## config.mk

```make
export PLATFORM = sky130hd
export DESIGN_NAME = i2c_register_master_flat
export DESIGN_NICKNAME = d
export VERILOG_FILES = /design/src/design/i2crm_pkg.sv /design/src/design/i2crm_if.sv /design/src/design/i2c_register_master.sv /design/src/flat_wrapper.sv
export SDC_FILE = /design/constraint.sdc
export NUM_CORES = 1
export LEC_CHECK = 0
export CORE_ASPECT_RATIO = 1.1
export CORE_MARGIN = 5
export CORE_UTILIZATION = 65
export CTS_CLUSTER_DIAMETER = 150
export DETAILED_ROUTE_END_ITERATION = 12
export DONT_BUFFER_PORTS = 1
export HOLD_SLACK_MARGIN = 0.06
export PLACE_DENSITY = 0.92
export SLEW_MARGIN = 25
export SYNTH_ARGS = -nofsm -noshare
export SYNTH_HDL_FRONTEND = slang
export SYNTH_SLANG_ARGS = --single-unit
```

## constraint.sdc

```tcl
create_clock -name clk_i -period 4.56 [get_ports clk_i]
set_clock_uncertainty 0.1 [all_clocks]
set_input_delay 0.456 -clock clk_i [delete_from_list [all_inputs] [get_ports clk_i]]
set_output_delay 0.456 -clock clk_i [all_outputs]
set_load 0.005 [all_outputs]
```

## src/design/i2crm_pkg.sv

```systemverilog
`timescale 1ns / 1ps

package i2crm_pkg;

  localparam logic [1:0] CMD_WRITE = 2'd1;
  localparam logic [1:0] CMD_READ  = 2'd2;

  localparam logic [2:0] STS_OK        = 3'd0;
  localparam logic [2:0] STS_SDA_LOW   = 3'd1;
  localparam logic [2:0] STS_SDA_HIGH  = 3'd2;
  localparam logic [2:0] STS_NO_ACK    = 3'd3;
  localparam logic [2:0] STS_ZERO_CNT  = 3'd4;

  localparam logic [7:0] PHASE_TICKS_RST = 8'd5;
  localparam logic [3:0] BITS_PER_BYTE   = 4'd8;

  localparam logic [1:0] STAGE_DEV  = 2'd0;
  localparam logic [1:0] STAGE_REG  = 2'd1;
  localparam logic [1:0] STAGE_LAST = 2'd2;

  typedef enum logic [4:0] {
    PH_IDLE, PH_ST0, PH_ST1, PH_ST2,
    PH_TX0, PH_TX1, PH_TX2,
    PH_WA0, PH_WA1, PH_WA2, PH_WA3,
    PH_RX0, PH_RX1,
    PH_AK0, PH_AK1, PH_AK2, PH_AK3,
    PH_SP0, PH_SP1, PH_SP2, PH_SP3
  } phase_e;

  typedef struct packed {
    logic [1:0] command;
    logic [7:0] device_address;
    logic [7:0] register_address;
    logic [7:0] write_data;
    logic [7:0] read_count;
    logic       sda_in;
  } cmd_t;

  typedef struct packed {
    logic       scl_out;
    logic       sda_out;
    logic [7:0] read_byte;
    logic       byte_valid;
    logic       last_byte;
    logic       busy_res;
    logic       done_res;
    logic [2:0] status;
  } res_t;

  typedef struct packed {
    phase_e     phase;
    logic [7:0] tick;
    logic [3:0] bit_cnt;
    logic [7:0] shift;
    logic [7:0] bytes_left;
    logic [7:0] held_device;
    logic [7:0] held_register;
    logic [7:0] held_data;
    logic       read_mode;
    logic [1:0] stage;
    logic [2:0] pending;
    logic       scl;
    logic       sda;
  } state_t;

endpackage

```

## src/design/i2crm_if.sv

```systemverilog
`timescale 1ns / 1ps

interface i2crm_cmd_if;
  logic             valid;
  logic             ready;
  i2crm_pkg::cmd_t  data;
  modport source (output valid, output data, input ready);
  modport sink (input valid, input data, output ready);
endinterface

interface i2crm_res_if;
  logic             valid;
  logic             ready;
  i2crm_pkg::res_t  data;
  modport source (output valid, output data, input ready);
  modport sink (input valid, input data, output ready);
endinterface

interface i2crm_cfg_if;
  logic       valid;
  logic       ready;
  logic [7:0] data;
  modport source (output valid, output data, input ready);
  modport sink (input valid, input data, output ready);
endinterface

```

## src/design/i2c_register_master.sv

```systemverilog
`timescale 1ns / 1ps

// i2c register master, one tick item per transfer on cmd_i
// each cmd_i transfer advances the phase timer by one tick; command 1 starts
// a one-byte register write, command 2 a burst register read, both ignored
// while busy_res is set
// every cmd_i transfer yields exactly one res_o transfer carrying the scl/sda
// drives, any received byte with its last-byte mark, busy/done and status
// the result is registered and is offered on res_o in the cycle after the cmd_i transfer
// throughput: one item per cycle unless stalled, the whole tick step is a
// single pass of logic between the state registers and the result register
// cfg_i writes phase_ticks (ticks per line phase, 0 acts as 1);
// write only while no transaction runs
// reset: phase idle, counters cleared, both lines released, phase_ticks = 5
// stall: while res_o is held off, the result register keeps its item and
// cmd_i.ready drops; it returns in the cycle res_o.ready is seen

module i2c_register_master (
  input  logic                clk_i,
  input  logic                rst_ni,
  i2crm_cmd_if.sink           cmd_i,
  i2crm_res_if.source         res_o,
  i2crm_cfg_if.sink           cfg_i
);

  i2crm_pkg::state_t st_q, st_d;
  i2crm_pkg::res_t   res_q, res_d;
  logic              res_valid_q;
  logic [7:0]        phase_ticks_q;
  logic [7:0]        limit;
  logic              in_acc;
  logic              ent;
  i2crm_pkg::phase_e ent_ph;
  logic              done;
  logic              repeated;
  logic              s;

  assign cfg_i.ready = 1'b1;
  assign cmd_i.ready = !res_valid_q || res_o.ready;
  assign in_acc      = cmd_i.valid && cmd_i.ready;
  assign res_o.valid = res_valid_q;
  assign res_o.data  = res_q;

  assign limit    = (phase_ticks_q == 8'd0) ? 8'd1 : phase_ticks_q;
  assign repeated = st_q.read_mode && (st_q.stage == i2crm_pkg::STAGE_LAST);
  assign s        = cmd_i.data.sda_in;

  always_comb begin
    st_d   = st_q;
    res_d  = '0;
    ent    = 1'b0;
    ent_ph = i2crm_pkg::PH_IDLE;
    done   = 1'b0;

    if (st_q.phase == i2crm_pkg::PH_IDLE) begin
      if (cmd_i.data.command == i2crm_pkg::CMD_WRITE ||
          cmd_i.data.command == i2crm_pkg::CMD_READ) begin
        st_d.held_device   = cmd_i.data.device_address;
        st_d.held_register = cmd_i.data.register_address;
        st_d.held_data     = cmd_i.data.write_data;
        st_d.read_mode     = (cmd_i.data.command == i2crm_pkg::CMD_READ);
        st_d.bytes_left    = cmd_i.data.read_count;
        st_d.stage         = i2crm_pkg::STAGE_DEV;
        st_d.pending       = i2crm_pkg::STS_OK;
        st_d.bit_cnt       = '0;
        if (st_d.read_mode && cmd_i.data.read_count == 8'd0) begin
          done            = 1'b1;
          res_d.status    = i2crm_pkg::STS_ZERO_CNT;
        end else begin
          ent    = 1'b1;
          ent_ph = i2crm_pkg::PH_ST0;
        end
      end
    end else begin
      st_d.tick = st_q.tick + 8'd1;
      if (st_d.tick >= limit) begin
        st_d.tick = '0;
        ent = 1'b1;
        unique case (st_q.phase)
          i2crm_pkg::PH_ST0: begin
            if (!s) begin
              if (repeated) begin
                st_d.shift   = st_q.held_device + 8'd1;
                st_d.bit_cnt = '0;
                ent_ph       = i2crm_pkg::PH_TX0;
              end else begin
                ent          = 1'b0;
                st_d.pending = i2crm_pkg::STS_SDA_LOW;
                st_d.phase   = i2crm_pkg::PH_IDLE;
                done         = 1'b1;
              end
            end else begin
              ent_ph = i2crm_pkg::PH_ST1;
            end
          end
          i2crm_pkg::PH_ST1: begin
            if (s) begin
              if (repeated) begin
                st_d.shift   = st_q.held_device + 8'd1;
                st_d.bit_cnt = '0;
                ent_ph       = i2crm_pkg::PH_TX0;
              end else begin
                ent          = 1'b0;
                st_d.pending = i2crm_pkg::STS_SDA_HIGH;
                st_d.phase   = i2crm_pkg::PH_IDLE;
                done         = 1'b1;
              end
            end else begin
              ent_ph = i2crm_pkg::PH_ST2;
            end
          end
          i2crm_pkg::PH_ST2: begin
            st_d.shift   = repeated ? st_q.held_device + 8'd1 : st_q.held_device;
            st_d.bit_cnt = '0;
            ent_ph       = i2crm_pkg::PH_TX0;
          end
          i2crm_pkg::PH_TX0: ent_ph = i2crm_pkg::PH_TX1;
          i2crm_pkg::PH_TX1: ent_ph = i2crm_pkg::PH_TX2;
          i2crm_pkg::PH_TX2: begin
            st_d.shift   = {st_q.shift[6:0], 1'b0};
            st_d.bit_cnt = st_q.bit_cnt + 4'd1;
            ent_ph       = (st_d.bit_cnt >= i2crm_pkg::BITS_PER_BYTE) ?
                           i2crm_pkg::PH_WA0 : i2crm_pkg::PH_TX0;
          end
          i2crm_pkg::PH_WA0: ent_ph = i2crm_pkg::PH_WA1;
          i2crm_pkg::PH_WA1: ent_ph = i2crm_pkg::PH_WA2;
          i2crm_pkg::PH_WA2: begin
            st_d.bit_cnt = {3'd0, s};
            ent_ph       = i2crm_pkg::PH_WA3;
          end
          i2crm_pkg::PH_WA3: begin
            if (st_q.stage == i2crm_pkg::STAGE_DEV) begin
              if (st_q.bit_cnt != 4'd0) begin
                st_d.pending = i2crm_pkg::STS_NO_ACK;
                ent_ph       = i2crm_pkg::PH_SP0;
              end else begin
                st_d.stage   = i2crm_pkg::STAGE_REG;
                st_d.shift   = st_q.held_register;
                st_d.bit_cnt = '0;
                ent_ph       = i2crm_pkg::PH_TX0;
              end
            end else if (st_q.stage == i2crm_pkg::STAGE_REG) begin
              st_d.stage = i2crm_pkg::STAGE_LAST;
              if (st_q.read_mode) begin
                ent_ph = i2crm_pkg::PH_ST0;
              end else begin
                st_d.shift   = st_q.held_data;
                st_d.bit_cnt = '0;
                ent_ph       = i2crm_pkg::PH_TX0;
              end
            end else if (st_q.read_mode) begin
              st_d.shift   = '0;
              st_d.bit_cnt = '0;
              ent_ph       = i2crm_pkg::PH_RX0;
            end else begin
              ent_ph = i2crm_pkg::PH_SP0;
            end
          end
          i2crm_pkg::PH_RX0: ent_ph = i2crm_pkg::PH_RX1;
          i2crm_pkg::PH_RX1: begin
            st_d.shift   = {st_q.shift[6:0], s};
            st_d.bit_cnt = st_q.bit_cnt + 4'd1;
            if (st_d.bit_cnt >= i2crm_pkg::BITS_PER_BYTE) begin
              res_d.read_byte  = st_d.shift;
              res_d.byte_valid = 1'b1;
              res_d.last_byte  = (st_q.bytes_left <= 8'd1);
              ent_ph           = i2crm_pkg::PH_AK0;
            end else begin
              ent_ph = i2crm_pkg::PH_RX0;
            end
          end
          i2crm_pkg::PH_AK0: ent_ph = i2crm_pkg::PH_AK1;
          i2crm_pkg::PH_AK1: ent_ph = i2crm_pkg::PH_AK2;
          i2crm_pkg::PH_AK2: ent_ph = i2crm_pkg::PH_AK3;
          i2crm_pkg::PH_AK3: begin
            if (st_q.bytes_left != 8'd0) begin
              st_d.bytes_left = st_q.bytes_left - 8'd1;
            end
            if (st_d.bytes_left != 8'd0) begin
              st_d.shift   = '0;
              st_d.bit_cnt = '0;
              ent_ph       = i2crm_pkg::PH_RX0;
            end else begin
              ent_ph = i2crm_pkg::PH_SP0;
            end
          end
          i2crm_pkg::PH_SP0: ent_ph = i2crm_pkg::PH_SP1;
          i2crm_pkg::PH_SP1: ent_ph = i2crm_pkg::PH_SP2;
          i2crm_pkg::PH_SP2: ent_ph = i2crm_pkg::PH_SP3;
          i2crm_pkg::PH_SP3: begin
            ent        = 1'b0;
            st_d.phase = i2crm_pkg::PH_IDLE;
            done       = 1'b1;
          end
          default: begin
            ent        = 1'b0;
            st_d.phase = i2crm_pkg::PH_IDLE;
          end
        endcase
        if (done) begin
          res_d.status = st_d.pending;
        end
      end
    end

    // line drives of the phase being entered
    if (ent) begin
      st_d.phase = ent_ph;
      st_d.tick  = '0;
      unique case (ent_ph)
        i2crm_pkg::PH_ST0: begin
          st_d.sda = 1'b1;
          st_d.scl = 1'b1;
        end
        i2crm_pkg::PH_ST1, i2crm_pkg::PH_ST2, i2crm_pkg::PH_SP1: st_d.sda = 1'b0;
        i2crm_pkg::PH_TX0, i2crm_pkg::PH_WA0, i2crm_pkg::PH_WA3,
        i2crm_pkg::PH_AK0, i2crm_pkg::PH_AK3, i2crm_pkg::PH_SP0: st_d.scl = 1'b0;
        i2crm_pkg::PH_TX1: st_d.sda = st_d.shift[7];
        i2crm_pkg::PH_TX2, i2crm_pkg::PH_WA2, i2crm_pkg::PH_RX1,
        i2crm_pkg::PH_AK2, i2crm_pkg::PH_SP2: st_d.scl = 1'b1;
        i2crm_pkg::PH_WA1, i2crm_pkg::PH_SP3: st_d.sda = 1'b1;
        i2crm_pkg::PH_RX0: begin
          st_d.scl = 1'b0;
          st_d.sda = 1'b1;
        end
        i2crm_pkg::PH_AK1: st_d.sda = (st_d.bytes_left > 8'd1) ? 1'b0 : 1'b1;
        default: ;
      endcase
    end

    res_d.scl_out  = st_d.scl;
    res_d.sda_out  = st_d.sda;
    res_d.busy_res = (st_d.phase != i2crm_pkg::PH_IDLE);
    res_d.done_res = done;
  end

  always_ff @(posedge clk_i or negedge rst_ni) begin
    if (!rst_ni) begin
      st_q          <= '{phase: i2crm_pkg::PH_IDLE, scl: 1'b1, sda: 1'b1, default: '0};
      res_valid_q   <= 1'b0;
      phase_ticks_q <= i2crm_pkg::PHASE_TICKS_RST;
    end else begin
      if (in_acc) begin
        st_q <= st_d;
      end
      if (in_acc) begin
        res_valid_q <= 1'b1;
      end else if (res_o.ready) begin
        res_valid_q <= 1'b0;
      end
      if (cfg_i.valid) begin
        phase_ticks_q <= cfg_i.data;
      end
    end
  end

  always_ff @(posedge clk_i) begin
    if (in_acc) begin
      res_q <= res_d;
    end
  end

endmodule

```

## src/flat_wrapper.sv

```systemverilog
// flat-port wrapper written by rule: the top's interface ports become plain ports
module i2c_register_master_flat 
  (clk_i, rst_ni, cmd_i_valid, cmd_i_data, cmd_i_ready, res_o_valid, res_o_data, res_o_ready, cfg_i_valid, cfg_i_data, cfg_i_ready);
  i2crm_cmd_if cmd_i_i ();
  i2crm_res_if res_o_i ();
  i2crm_cfg_if cfg_i_i ();
  input  logic clk_i;
  input  logic rst_ni;
  input wire logic [$bits(cmd_i_i.valid)-1:0] cmd_i_valid;
  input wire logic [$bits(cmd_i_i.data)-1:0] cmd_i_data;
  output wire logic [$bits(cmd_i_i.ready)-1:0] cmd_i_ready;
  output wire logic [$bits(res_o_i.valid)-1:0] res_o_valid;
  output wire logic [$bits(res_o_i.data)-1:0] res_o_data;
  input wire logic [$bits(res_o_i.ready)-1:0] res_o_ready;
  input wire logic [$bits(cfg_i_i.valid)-1:0] cfg_i_valid;
  input wire logic [$bits(cfg_i_i.data)-1:0] cfg_i_data;
  output wire logic [$bits(cfg_i_i.ready)-1:0] cfg_i_ready;
  assign cmd_i_i.valid = cmd_i_valid;
  assign cmd_i_i.data = cmd_i_data;
  assign cmd_i_ready = cmd_i_i.ready;
  assign res_o_valid = res_o_i.valid;
  assign res_o_data = res_o_i.data;
  assign res_o_i.ready = res_o_ready;
  assign cfg_i_i.valid = cfg_i_valid;
  assign cfg_i_i.data = cfg_i_data;
  assign cfg_i_ready = cfg_i_i.ready;
  i2c_register_master u_core (.clk_i(clk_i), .rst_ni(rst_ni), .cmd_i(cmd_i_i), .res_o(res_o_i), .cfg_i(cfg_i_i));
endmodule
```

# == After elaboration in Yosys (flattened, before gate mapping) ==
# Index checks and enable logic that the tools add are counted.
# word_totals
ff_bits,91
latch_bits,0
ramBits,0
mem_bits_ro,0
wordCells,226
mem_count,0
# classes
add_sub_neg,4
n_mul,0
div,0
order_cmp,4
n_eq_ne,59
shifts,0
n_mux,97
bitwise,4
reduce_logical,34
# op_table
operator,count
$mux 12,17
$pmux 5 s19,1
$eq 5x4->1 const B,16
$mux 8,9
$mux 5,13
$pmux 8 s7,1
$eq 5x5->1 const B,10
$mux 3,16
$eq 5x3->1 const B,8
$mux 38,1
$mux 33,1
$pmux 4 s7,1
$mux 13,2
$reduce_bool 8->1,3
$eq 5x2->1 const B,4
$mux 1,20
$reduce_and 10->1,2
$reduce_or 17->1,1
$add 8x1->8 const B,2
$logic_not 8->1,2
$ne 4x3->1 const B,4
$pmux 5 s3,1
$mux 2,7
$eq 5x1->1 const B,2
other kinds (41),58

# == Longest topological paths before layout ==
# depth
ltp_word,16
mapped_depth,14

# == Least setup slack after synthesis ==
# No wires, ideal clock.
# synth_path
kind,reg-to-reg
start,register u_core.st_q[52] in the netlist's numbering
end,"register u_core.res_q (netlist bit u_core.res_o.data[16]), data pin"
t_arrival_ns,3.110
path_slack_ns,1.088
path_stages_with_launch,14
path_cell_list,dfrtp_1 > and3_1 > and3_1 > and3_1 > xor2_1 > ha_1 > nand4_1 > o31a_1 > or3_1 > buf_2 > or4_1 > mux2i_1 > a211o_1 > nand2_1
# synth_lines
element,line_no,source
start: declaration,i2c_register_master.sv:26,"i2crm_pkg::state_t st_q, st_d;"
start signal: assignment,i2c_register_master.sv:244,st_q <= st_d;
end signal: assignment,i2c_register_master.sv:259,res_q <= res_d;
end: declaration,i2c_register_master.sv:27,"i2crm_pkg::res_t res_q, res_d;"

==> results.yml <==
timing:
  slew_headroom_pct: 35.13
  hold_violations: 0
  rsz0062_at_grt: "false"
  finalSetupViolations: 0
  drv_slew: 0
  fin_crit_sh_pct: 87.28
  tns_ns: 0
  fmax_ghz: 0.2513
  tightest_slew_ns: 0.9708
  period_minus_slack_ns: 3.980
  timing.hold.ws_ns: 0.07049
setup_path:
  cp_max_fo: 12
  arrival_ns: 4.00
  setup.worst_path.class: "reg2reg"
  critical_path.endpoint_type: "flip-flop"
  r2r_cells: 12
  required_ns: 4.58
  startpoint_type: "flip-flop"
floorplanning:
  fp.dieArea_um2: 11400
  core_area_um2: 9259
  ios: 68
  num_rows: 37
  start_util_pct: 65.76
  die-width_um: 102.3
  die_h_um: 111.5
status:
  status: "finished, final reports clean"
pwr:
  leakage_nw: 2.596
  power_density_nw_per_um2: 555.4
  vdd_drop_max_mv: 0.2636
synthesis:
  post-synth-top-count-cell: "nand2_1"
  yosysWarnings: 0
  synth_top_area_cell: "dfrtp_1"
  synth_area_leaders: "dfrtp_1 (29%), edfxtp_1 (8.4%), mux2_2 (5.2%)"
  ys_ff_latch: 91
  synth_area_um2: 6088
  synthCells: 656
  ys_seq_area_share_pct: 38.88
  ys_types: 87
  yosysTopAreaCellShare_pct: 28.77
  synth_common_cells: "nand2_1 (72), dfrtp_1 (70), o21ai_0 (53), nor2_1 (42), a21oi_1 (32)"
  async_flop_share_pct: 81.32
  avgSynthCellArea_um2: 9.281
  synth_ff_type: "dfrtp_1"
  syn-num-nets: 719
  synth-edff-count: 17
cells_and_area:
  area_growth_pct: 4.603
  fin_cells: 765
  final_nets: 706
  final_layout_size_suffix_gt1_share_pct: 13.12
  antennaDiodeCount: 0
  final_area_um2: 6369
drt:
  drc_errors: 0
  viasPerCell: 6.924
  routed_wl_mm: 15.07
  first_pass_iters: 6
  dr.first_iter.drc_count: 680
  wire_per_inst_um: 19.69
  num_vias: 5297
  antenna_left: 0
clock_network:
  cts_resized: 0
  tritoncts_num_sinks: 91
  cts-htree-levels: 3
  cts_tree: "yes"
  postCtsHoldBufs: 3
  cts_root_buf: "clkbuf_8"
  clk_latency_ns: 0.38
  cts_setup_buffers: 0
  cts_made_buffers: 9
  cts_buffer_depth: 2
  clkSlewWorstSetupHoldPaths_ns: 0.10
hold_path:
  holdCritPathClass: "in2reg"
  holdPathStages: 1
grt:
  grt.total_usage_pct: 27.16
  gr-total-overflow: 0
  grt_max_degree: 75
  grt_pass1_wl_mm: 24.96
  grt_pass1_vias: 5053
  antenna_found_initial: 0
placement:
  globalplace.congestion: 0.9397
  place_area_um2: 6092
  post-dp-hpwl_mm: 11.00
  dp.cells: 745
  numPortBuffers: 0
run:
  max_cap_viol_count: 0
[cells in the final DEF, fill, tap and decap left out, types with 4 or more instances in the layout]
cell type | Yosys | routed
nand2_1 | 72 | 72
nor2b_1 | 5 | 5
nor2_1 | 42 | 42
xor2_1 | 8 | 8
a222oi_1 | 5 | 5
and3_1 | 7 | 7
o21a_1 | 6 | 6
mux2i_1 | 9 | 9
dfstp_2 | 4 | 4
nor3_2 | 3 | 4
and2_1 | 15 | 15
mux2_2 | 28 | 28
inv_1 | 24 | 24
nand2b_1 | 14 | 14
xnor2_1 | 8 | 8
nand3b_1 | 5 | 5
nor3_1 | 15 | 14
a22o_1 | 16 | 16
nand4_1 | 8 | 8
nor4_1 | 5 | 5
nand3_1 | 19 | 19
or3_1 | 8 | 8
o21ai_0 | 53 | 53
a31oi_1 | 8 | 8
clkbuf_8 | 0 | 9
dfrtp_1 | 70 | 70
o31ai_1 | 9 | 9
o211ai_1 | 4 | 4
a21oi_1 | 32 | 32
a211o_1 | 4 | 4
buf_4 | 5 | 5
edfxtp_1 | 17 | 17
a211oi_1 | 6 | 6
ha_1 | 15 | 15
[layer usage]
layer	global-route usage, %	up-vias	share of wire, %
met5	0	-	0
met4	9.186	0	2.4
met3	6.516	44	9.2
met2	42.61	325	48
met1	36.86	2513	40
li1	-	2415	-
[logic make-up after synthesis]
family / after synthesis / synth area share (%)
simple gates: 248 / 22.63
compound gates: 189 / 21.72
flops: 91 / 38.88
buf+inv: 58 / 4.501
mux: 37 / 6.658
fa+ha+maj: 16 / 3.247
xor+xnor: 16 / 2.302
other cells: 1 / 0.06159
[registers in the layout, summed over array words and instances (netlist names)]
register / count
u_core.phase_ticks_q: 8
u_core.res_o.data: 17
u_core.res_o.valid: 1
u_core.st_q: 65
[cell type report]
type,instances,area [um^2]
multi-input cells,507,3452
fillers,683,2890
flip-flops and latches,91,2367
well taps,117,146.4
clock buffers,9,123.9
repair buffers,9,95.09
inverters,25,93.84
clock inverters,7,90.09
[stage by stage]
stage | utilization [%] | setup WS [ns] | power, mW
2_1_floorplan | - | 1.088 | 2.546
3_3_place_gp | 65.80 | 0.8162 | 2.805
3_5_place_dp | 65.80 | 0.6666 | 2.882
4_1_cts | 68.62 | 0.6199 | 3.500
5_1_grt | 68.78 | 0.3996 | 3.766
6_report | 68.78 | 0.5802 | 3.537
[worst paths after layout]
path / startpoint / to / slack [ns]
worst max-delay path: u_core.st_q[52] / u_core.res_o.data[16] / 0.58
worst min-delay path: cfg_i_valid / u_core.phase_ticks_q[4] / 0.07
worst max register to register: u_core.st_q[52] / u_core.res_o.data[16] / 0.58
worst min register to register: u_core.st_q[2] / u_core.st_q[2] / 0.39
max in group asynchronous: rst_ni / u_core.st_q[1] / 3.50
min in group asynchronous: rst_ni / u_core.st_q[56] / 0.50
[power breakdown]
part,leakage (nW),switching [mW],internal (mW),total [mW]
clock network,0.110,0.332,0.270,0.602
registers,1.10,0.344,1.03,1.38
logic,1.38,0.907,0.653,1.56
[critical path, cell delays in order, from the launching register on]
cell     delay [ns]
dfrtp_1        0.46
and3_1         0.22
and3_1         0.19
and3_1         0.18
xor2_1         0.16
ha_1           0.34
nand4_1        0.12
o31a_1         0.44
or3_1          0.57
or4_1          0.55
mux2i_1        0.16
a211o_1        0.17
nand2_1        0.06
Note: power is estimated with default switching activity, not from simulation.
